--- src/rtl/rmf_pkg.sv ---
// Shared types, constants and compare functions of the RGB 3x3 median filter.
`default_nettype none

package rmf_pkg;

    // Field widths
    localparam int PIX_W      = 8;
    localparam int COORD_W    = 10;
    localparam int CFG_DATA_W = 11;
    localparam int CFG_IDX_W  = 1;

    // Size limits and register reset values
    localparam int DEF_MAX_WIDTH    = 1024;
    localparam int DEF_MAX_HEIGHT   = 1024;
    localparam int RST_IMAGE_WIDTH  = 640;
    localparam int RST_IMAGE_HEIGHT = 480;
    localparam int MIN_SIZE         = 3;

    // Register indexes
    localparam logic [CFG_IDX_W-1:0] CFG_IMAGE_WIDTH  = CFG_IDX_W'(0);
    localparam logic [CFG_IDX_W-1:0] CFG_IMAGE_HEIGHT = CFG_IDX_W'(1);

    typedef struct packed {
        logic [PIX_W-1:0] red;
        logic [PIX_W-1:0] green;
        logic [PIX_W-1:0] blue;
    } t_pix;

    // One window column, each channel sorted on its own
    typedef struct packed {
        t_pix lo;
        t_pix mi;
        t_pix hi;
    } t_col;

    // Line buffer entry: pixel two rows up and one row up
    typedef struct packed {
        t_pix upper;
        t_pix middle;
    } t_pair;

    // Max of lows, median of middles, min of highs
    typedef struct packed {
        t_pix a;
        t_pix b;
        t_pix c;
    } t_abc;

    typedef struct packed {
        logic [COORD_W-1:0] col;
        logic [COORD_W-1:0] row;
        logic               last;
    } t_meta;

    function automatic logic [PIX_W-1:0] min8(logic [PIX_W-1:0] x, logic [PIX_W-1:0] y);
        return (x < y) ? x : y;
    endfunction

    function automatic logic [PIX_W-1:0] max8(logic [PIX_W-1:0] x, logic [PIX_W-1:0] y);
        return (x > y) ? x : y;
    endfunction

    function automatic logic [PIX_W-1:0] med3(logic [PIX_W-1:0] x, logic [PIX_W-1:0] y,
                                              logic [PIX_W-1:0] z);
        return max8(min8(x, y), min8(max8(x, y), z));
    endfunction

    // Sort the three pixels of a new column, per channel
    function automatic t_col sort_col(t_pix p0, t_pix p1, t_pix p2);
        t_col c;
        c.lo.red   = min8(min8(p0.red, p1.red), p2.red);
        c.mi.red   = med3(p0.red, p1.red, p2.red);
        c.hi.red   = max8(max8(p0.red, p1.red), p2.red);
        c.lo.green = min8(min8(p0.green, p1.green), p2.green);
        c.mi.green = med3(p0.green, p1.green, p2.green);
        c.hi.green = max8(max8(p0.green, p1.green), p2.green);
        c.lo.blue  = min8(min8(p0.blue, p1.blue), p2.blue);
        c.mi.blue  = med3(p0.blue, p1.blue, p2.blue);
        c.hi.blue  = max8(max8(p0.blue, p1.blue), p2.blue);
        return c;
    endfunction

    // Reduce three sorted columns to the three median candidates
    function automatic t_abc reduce_cols(t_col c0, t_col c1, t_col c2);
        t_abc r;
        r.a.red   = max8(max8(c0.lo.red, c1.lo.red), c2.lo.red);
        r.b.red   = med3(c0.mi.red, c1.mi.red, c2.mi.red);
        r.c.red   = min8(min8(c0.hi.red, c1.hi.red), c2.hi.red);
        r.a.green = max8(max8(c0.lo.green, c1.lo.green), c2.lo.green);
        r.b.green = med3(c0.mi.green, c1.mi.green, c2.mi.green);
        r.c.green = min8(min8(c0.hi.green, c1.hi.green), c2.hi.green);
        r.a.blue  = max8(max8(c0.lo.blue, c1.lo.blue), c2.lo.blue);
        r.b.blue  = med3(c0.mi.blue, c1.mi.blue, c2.mi.blue);
        r.c.blue  = min8(min8(c0.hi.blue, c1.hi.blue), c2.hi.blue);
        return r;
    endfunction

    // Final median of the candidates
    function automatic t_pix med_abc(t_abc v);
        t_pix p;
        p.red   = med3(v.a.red, v.b.red, v.c.red);
        p.green = med3(v.a.green, v.b.green, v.c.green);
        p.blue  = med3(v.a.blue, v.b.blue, v.c.blue);
        return p;
    endfunction

endpackage

`default_nettype wire

--- src/rtl/rmf_col_cell.sv ---
// One window column cell: holds a sorted column and passes it to its left neighbor.
`default_nettype none

module rmf_col_cell import rmf_pkg::*; (
    input  wire logic i_clk,
    input  wire logic i_shift,
    input  wire t_col i_col,
    output t_col      o_col
);

    t_col r_col;

    // Take the column from the right neighbor on each pixel
    always_ff @(posedge i_clk) begin
        if (i_shift) begin
            r_col <= i_col;
        end
    end

    assign o_col = r_col;

endmodule

`default_nettype wire

--- config.mk ---
export PLATFORM = sky130hd
export DESIGN_NAME = rmf_col_cell
export DESIGN_NICKNAME = d
export VERILOG_FILES = /design/src/rtl/rmf_pkg.sv /design/src/rtl/rmf_col_cell.sv
export SDC_FILE = /design/constraint.sdc
export NUM_CORES = 1
export LEC_CHECK = 0
export BUFFER_PORTS_ARGS = -buffer_cell sky130_fd_sc_hd__buf_4
export CAP_MARGIN = 10
export CORE_MARGIN = 5
export CORE_UTILIZATION = 44
export DETAILED_ROUTE_END_ITERATION = 8
export HOLD_SLACK_MARGIN = 0.03
export PLACE_DENSITY = 0.89
export SYNTH_ARGS = -nofsm -noshare
export SYNTH_HDL_FRONTEND = slang
export SYNTH_SLANG_ARGS = --single-unit
--- constraint.sdc ---
create_clock -name i_clk -period 0.9 [get_ports i_clk]
set_input_delay 0.09 -clock i_clk [delete_from_list [all_inputs] [get_ports i_clk]]
set_output_delay 0.09 -clock i_clk [all_outputs]
set_load 0.005 [all_outputs]
==> run summary <==
status = finished with violations
failing checks = setup timing
vias in the first global route = 1902
most frequent cells in the layout = buf_4, dlygate4sd3_1, edfxtp_1
CP endpoint kind = output pin
DRC = 0
die height = 80.1 um
DP Area = 3370 sq um
register area share after synthesis = 100%
fillers = 160
Final Util = 91.9%
row cnt = 25
H-tree levels = 3
Pleak = 1.85 nW
first-pass GRT wire length = 10500 um
Placer Congestion = 0.673
critical path type = flip-flop to output pin
design area = 4370 sq um
Synth Instances = 72
Syn Nets = 146
core area = 4750 sq um
post-synthesis register bit count = 72
Worst Tran Pin Value = 200 ps
CTS buffer count = 9
IO Count = 146
PortBufs = 145
relative max-transition margin = 86.6%
Detail Route Antenna Nets = 0
Post-CTS Setup Inserts = 0
final slew viol count = 0
Max Fclk = 1010 MHz
CP top delay family = flip-flops
crit path DAT = 900 ps
post-synth cell types = 1
Finished Layout Cells = 374
crit start category = flip-flop
CTS clk-pin slew, worst paths = 80 ps
Die Footprint = 6420 sq um
max reg flops = 72
most common cell after layout, fill and taps aside = buf_4
initial core utilization = 45.5%
required time worst endpoint = 810 ps
CP Buf/Inv Count = 1
setup TNS = -3020 ps
Via density = 4.49
nets = 376
routed via count = 1680
Bufs on Longest Clock Path = 2
CP max FO = 1
syn_area_per_cell = 30.0 sq um
CTS tree = built
wire length per cell = 21.5 um
slowest stage delay, CP = 430 ps
Ys Warns = 0
DRT iter0 DRCs = 56
period utilization = 111%
setup ws final = -95.0 ps
pwr dens = 1740 nW/um^2
Detailed Route WL = 8060 um
multi-input gates = 0
P&R area growth vs syn = 102%
GRT Total Usage = 23.3%
clk sinks = 72
total grt overflow = 0
DR pass1 iterations = 4
RSZ-0062 raised after global routing = yes
clock period minus worst slack = 995 ps
area of the multi-input gates = 0 sq um
Final Hold Vio Count = 0
share of post-route cells with drive strength above 1 = 51.8%
Root Buffer = clkbuf_8
setup violators final = 72
Slowest-stage cell, CP = edfxtp_1
initial antenna violation count = 0
hold_ws = 247 ps
number of diodes = 0
dpl cells = 286
Mapped Area = 2160 sq um
Die W = 80.1 um
largest net degree at the start of global routing = 39
critical path, cell by cell = buf_6
Hold Path Class = input pin to flip-flop
Peak VDD IR = 1.60 mV
max cap viols = 0
## cell families after synthesis
| group | after synthesis | synth area share, % |
|---|---|---|
| flops | 72 | 100 |
## final cells by class
type | instances | area (sq um) | share of cell area, %
clock buffer | 11 | 131 | 3.01
clock inverter | 5 | 47.5 | 1.09
sequential | 72 | 2160 | 49.5
tap | 67 | 83.8 | 1.92
timing repair buffer | 219 | 1950 | 44.5
## synth_stat cells
| cell | number | area share [%] |
|---|---|---|
| edfxtp_1 | 72 | 100 |
## per-layer routing
layer	wire length, um	vias up	track usage [%]
met2	4620	105	44.0
met3	817	14	8.30
met4	155	0	8.11
li1	-	753	-
met1	2460	808	23.4
met5	0	-	0
## where the power goes
| part | switching (mW) | internal, mW | leakage [nW] |
|---|---|---|---|
| logic | 0.358 | 0.762 | 1.05 |
| clock network | 1.14 | 1.26 | 0.0922 |
| registers | 0.113 | 3.99 | 0.705 |
## final timing paths
check / to / depth (start not counted) / from / slack [ps]
worst max-delay path: o_col[1] / 1 / o_col[1] / -90
worst min-delay path: o_col[13] / 2 / i_shift / 250
## stage by stage
step / power (mW) / setup WS, ps
finish: 7.62 / -95.0
CTS: 7.44 / -62.0
floorplan: 4.16 / 455
detailed placement: 4.89 / 148
global route: 7.89 / -134
global placement: 4.85 / 156
## repair_timing
item                                   CTS  global route
resized for setup                        2            24
hold buffers                            72             0
setup endpoints to repair               72            72
endpoints found under the hold margin   72             0
pin swaps                                0             0
cloned                                   0             0
Note: power is estimated with default switching activity, not from simulation.
