$ cat src/rtl/rmf_pkg.sv
// Shared types, constants and compare functions of the RGB 3x3 median filter.
`default_nettype none

package rmf_pkg;

    // Field widths
    localparam int PIX_W      = 8;
    localparam int COORD_W    = 10;
    localparam int CFG_DATA_W = 11;
    localparam int CFG_IDX_W  = 1;

    // Size limits and register reset values
    localparam int DEF_MAX_WIDTH    = 1024;
    localparam int DEF_MAX_HEIGHT   = 1024;
    localparam int RST_IMAGE_WIDTH  = 640;
    localparam int RST_IMAGE_HEIGHT = 480;
    localparam int MIN_SIZE         = 3;

    // Register indexes
    localparam logic [CFG_IDX_W-1:0] CFG_IMAGE_WIDTH  = CFG_IDX_W'(0);
    localparam logic [CFG_IDX_W-1:0] CFG_IMAGE_HEIGHT = CFG_IDX_W'(1);

    typedef struct packed {
        logic [PIX_W-1:0] red;
        logic [PIX_W-1:0] green;
        logic [PIX_W-1:0] blue;
    } t_pix;

    // One window column, each channel sorted on its own
    typedef struct packed {
        t_pix lo;
        t_pix mi;
        t_pix hi;
    } t_col;

    // Line buffer entry: pixel two rows up and one row up
    typedef struct packed {
        t_pix upper;
        t_pix middle;
    } t_pair;

    // Max of lows, median of middles, min of highs
    typedef struct packed {
        t_pix a;
        t_pix b;
        t_pix c;
    } t_abc;

    typedef struct packed {
        logic [COORD_W-1:0] col;
        logic [COORD_W-1:0] row;
        logic               last;
    } t_meta;

    function automatic logic [PIX_W-1:0] min8(logic [PIX_W-1:0] x, logic [PIX_W-1:0] y);
        return (x < y) ? x : y;
    endfunction

    function automatic logic [PIX_W-1:0] max8(logic [PIX_W-1:0] x, logic [PIX_W-1:0] y);
        return (x > y) ? x : y;
    endfunction

    function automatic logic [PIX_W-1:0] med3(logic [PIX_W-1:0] x, logic [PIX_W-1:0] y,
                                              logic [PIX_W-1:0] z);
        return max8(min8(x, y), min8(max8(x, y), z));
    endfunction

    // Sort the three pixels of a new column, per channel
    function automatic t_col sort_col(t_pix p0, t_pix p1, t_pix p2);
        t_col c;
        c.lo.red   = min8(min8(p0.red, p1.red), p2.red);
        c.mi.red   = med3(p0.red, p1.red, p2.red);
        c.hi.red   = max8(max8(p0.red, p1.red), p2.red);
        c.lo.green = min8(min8(p0.green, p1.green), p2.green);
        c.mi.green = med3(p0.green, p1.green, p2.green);
        c.hi.green = max8(max8(p0.green, p1.green), p2.green);
        c.lo.blue  = min8(min8(p0.blue, p1.blue), p2.blue);
        c.mi.blue  = med3(p0.blue, p1.blue, p2.blue);
        c.hi.blue  = max8(max8(p0.blue, p1.blue), p2.blue);
        return c;
    endfunction

    // Reduce three sorted columns to the three median candidates
    function automatic t_abc reduce_cols(t_col c0, t_col c1, t_col c2);
        t_abc r;
        r.a.red   = max8(max8(c0.lo.red, c1.lo.red), c2.lo.red);
        r.b.red   = med3(c0.mi.red, c1.mi.red, c2.mi.red);
        r.c.red   = min8(min8(c0.hi.red, c1.hi.red), c2.hi.red);
        r.a.green = max8(max8(c0.lo.green, c1.lo.green), c2.lo.green);
        r.b.green = med3(c0.mi.green, c1.mi.green, c2.mi.green);
        r.c.green = min8(min8(c0.hi.green, c1.hi.green), c2.hi.green);
        r.a.blue  = max8(max8(c0.lo.blue, c1.lo.blue), c2.lo.blue);
        r.b.blue  = med3(c0.mi.blue, c1.mi.blue, c2.mi.blue);
        r.c.blue  = min8(min8(c0.hi.blue, c1.hi.blue), c2.hi.blue);
        return r;
    endfunction

    // Final median of the candidates
    function automatic t_pix med_abc(t_abc v);
        t_pix p;
        p.red   = med3(v.a.red, v.b.red, v.c.red);
        p.green = med3(v.a.green, v.b.green, v.c.green);
        p.blue  = med3(v.a.blue, v.b.blue, v.c.blue);
        return p;
    endfunction

endpackage

`default_nettype wire

$ cat src/rtl/rmf_median_stage.sv
// Median candidate stage: reduces three sorted columns to max-of-lows, median-of-middles
// and min-of-highs per channel.
`default_nettype none

module rmf_median_stage import rmf_pkg::*; (
    input  wire logic  i_clk,
    input  wire logic  i_rst_n,
    input  wire logic  i_advance,
    input  wire logic  i_valid,
    input  wire t_col  i_cols [3],
    input  wire t_meta i_meta,
    output logic       o_valid,
    output t_abc       o_abc,
    output t_meta      o_meta
);

    logic  r_valid;
    t_abc  r_abc;
    t_meta r_meta;

    // Stage valid
    always_ff @(posedge i_clk) begin
        if (!i_rst_n) begin
            r_valid <= 1'b0;
        end else if (i_advance) begin
            r_valid <= i_valid;
        end
    end

    // Capture candidates of a complete window
    always_ff @(posedge i_clk) begin
        if (i_advance && i_valid) begin
            r_abc  <= reduce_cols(i_cols[0], i_cols[1], i_cols[2]);
            r_meta <= i_meta;
        end
    end

    assign o_valid = r_valid;
    assign o_abc   = r_abc;
    assign o_meta  = r_meta;

endmodule

`default_nettype wire

$ cat config.mk
export PLATFORM = sky130hd
export DESIGN_NAME = rmf_median_stage
export DESIGN_NICKNAME = d
export VERILOG_FILES = /design/src/rtl/rmf_pkg.sv /design/src/rtl/rmf_median_stage.sv
export SDC_FILE = /design/constraint.sdc
export NUM_CORES = 1
export LEC_CHECK = 0
export BUFFER_PORTS_ARGS = -buffer_cell sky130_fd_sc_hd__buf_2
export CORE_ASPECT_RATIO = 0.9
export CORE_MARGIN = 4
export CORE_UTILIZATION = 45
export CTS_CLUSTER_SIZE = 24
export DETAILED_ROUTE_END_ITERATION = 8
export PLACE_DENSITY = 0.82
export SETUP_SLACK_MARGIN = 0.4
export SLEW_MARGIN = 0
export SYNTH_ARGS = -nofsm -noshare
export SYNTH_HDL_FRONTEND = slang
export SYNTH_SLANG_ARGS = --single-unit
export TNS_END_PERCENT = 20
$ cat constraint.sdc
create_clock -name i_clk -period 9.1 [get_ports i_clk]
set_input_delay 0 -clock i_clk [delete_from_list [all_inputs] [get_ports i_clk]]
set_output_delay 0 -clock i_clk [all_outputs]
set_load 0.005 [all_outputs]
==> impl_metrics.ini <==
[placed_design]
hpwl_um = 21700
placedCellCount = 1478
io_buffer_count = 334
gp_congestion = 0.935

[route]
first_pass_iters = 5
drt-wirelength-per-cell_um = 17.0
ant_nets = 0
drc = 0
route.vias.total = 8281
drt_iter0_drc = 376
drt_wl_total_um = 26400
vias_per_cell = 5.33

[final_layout]
final_common_cell = buf_2
layout_common_cells = 334 x buf_2, 159 x ha_1, 141 x inv_1
fin_nets = 1698
drive_gt1_frac = 0.353
area_delta_synth_final_pct = 31.6
utilization = 0.612
final_cells = 1555

[sta]
min_period_over_period = 0.593
slew_violations = 0
fmax_ghz = 0.185
fin_setup_tns_ps = 0
relSlewSlack = 0.141
rsz0062_at_grt = no
hold_viol = 0
setup_viol = 0
period_needed_ps = 5400
finalClockSkew_ps = 0
tightest_slew_ps = 1290

[synthesis]
ys_seq_area_frac = 0.311
syn_area_um2 = 9040
avgSynthCellArea_um2 = 10.0
synth_compound_area_frac = 0.141
syn-num-nets = 1301
synthAdderAreaFrac = 0.220
synth_seq_cells = 94
synth_area_leaders = edfxtp_1 31%, ha_1 22%, mux2_2 11%, inv_1 5.9%, mux2i_1 3.9%
synthCells = 901
ys_warn_count = 0
netlist.area_leader.share = 0.309
synth_top_family_by_area = adder cells
synth_cell_types = 53
yosys.area_share.simple = 0.0898
synthMuxAreaShare = 0.174
synthXorXnorAreaFrac = 0
yosysTopAreaCell = edfxtp_1

[global_route]
grt_max_degree = 49
grt_pass1_vias = 8494
grt.total_usage = 0.226
grt_overflow = 0
antenna_found_initial = 4
grt_pass1_wl_um = 40600

[clock_tree]
cts_tree = done
cts_sinks = 94
cts_buffers = 9
postCtsSetupRepairBufs = 0
ctsLongestPathBuffers = 2
path_clk_slew_ps = 70
ctsHoldBuffers = 59
ctsHtreeMaxLevel = 3
clkLatencyLatePin_ps = 340
cts_resized = 0
cts_root_buf = clkbuf_16

[power]
cellLeakagePower_nw = 6.04
total_power_mw = 1.69
peakVddDrop_mv = 0.103
cellPowerDensity_nw_per_um2 = 142

[floorplanning]
die_w_um = 157
rows = 48
die_h_um = 142
boundaryPins = 335
die-area_um2 = 22400
core_um2 = 19500
start_util = 0.465

[status]
status = finished, final reports clean

[critical_path]
cp.depth = 20
crit_family = compound AO/OA/AOI/OAI gates
slowest_delay_ps = 1020
critPathLaunchType = input port
cpMostUsedCell = ha_1
cp_cell_sequence = buf_2, inv_1, ha_1, nand4_2, or2_2, a22oi_2, mux2_2, ha_1, a21oi_1, nor2_1, a211oi_1, nand4_1, o41a_1, mux2i_1, ha_1, nand4_1, o21bai_1, a22oi_1, nand2_1, o21a_1
r2r_cells = 3
critPathKind = input port to flop
critPathArrivalTime_ps = 5500
crit_slowest_cell = a22oi_1
cp_num_buf_inv = 2
worstPathRequired_ps = 9200
path_max_fanout = 16
end_kind = flop

[run]
drv_cap = 0

[min_path]
hold_class = input port to flop
hold-path-cell-count = 3
cells by family after synthesis:
| kind of cell | count (synthesis) |
|---|---|
| flip-flops | 94 |
| multiplexers | 143 |
| AND/OR/NAND/NOR | 164 |
| AO/OA/AOI/OAI | 192 |
| buffers and inverters | 149 |
| adder cells (fa/ha/maj) | 159 |
flip-flops by register name, indices dropped and copies added, names as in the netlist:
| register | flops |
|---|---|
| o_meta | 21 |
| o_abc | 72 |
| o_valid | 1 |
cell usage after synthesis, drive strengths merged:
library cell,number
nor3,5
nand2b,5
o41a,1
a22oi,2
a32oi,1
a221o,2
and3,9
a32o,1
a21oi,43
ha,159
nor2b,16
and2,3
o211ai,8
a2111oi,2
dfxtp,1
mux2i,36
nand3,12
nand2,62
nand4,18
a211oi,8
clkbuf,4
o22ai,2
o21a,16
or4b,1
or2,1
a21boi,1
o21bai,3
o21ai,71
a211o,3
or3,1
buf,4
nor2,27
edfxtp,93
a41oi,1
mux2,107
a31oi,2
and4,4
a221oi,2
inv,141
a21o,23
routing by layer:
metal,track usage,up-vias,routed length (um)
met2,0.407,299,13100
met5,0,-,22
met1,0.254,3810,10400
met3,0.0553,71,1870
met4,0.0928,4,991
li1,-,4097,-
worst min-delay path, stage by stage:
cell and delay, ps:
buf_2 90, nor2_1 40, a21oi_1 100
final cells by class:
type,instances,area (um2)
Antenna cell,2,5.00
Clock buffer,11,233
Clock inverter,5,82.6
Fill cell,1599,7560
Inverter,141,529
Multi-Input combinational cell,658,5660
Sequential cell,94,2810
Tap cell,250,313
Timing Repair Buffer,394,2270
through the flow:
step | hold slack (ps) | instance area [um2] | worst slack, ps
global placement | 177 | 11000 | 3750
detailed placement | 178 | 11000 | 3480
floorplan | 98.9 | 9040 | 4540
CTS | 3.31 | 11900 | 3860
finish | 12.7 | 11900 | 3700
global route | 9.45 | 11900 | 3320
worst paths after layout:
kind,slack (ps),start,to
worst max-delay path,3700,i_cols[117],o_abc[40]
worst min-delay path,10,i_cols[56],o_abc[56]
worst max register to register,7850,o_valid,o_valid
worst min register to register,1140,o_valid,o_valid
power by group:
part	internal (mW)	switching, mW
Sequential	0.553	0.0140
Combinational	0.335	0.372
Clock	0.243	0.172
No activity file was read; power rests on OpenSTA's default activity.
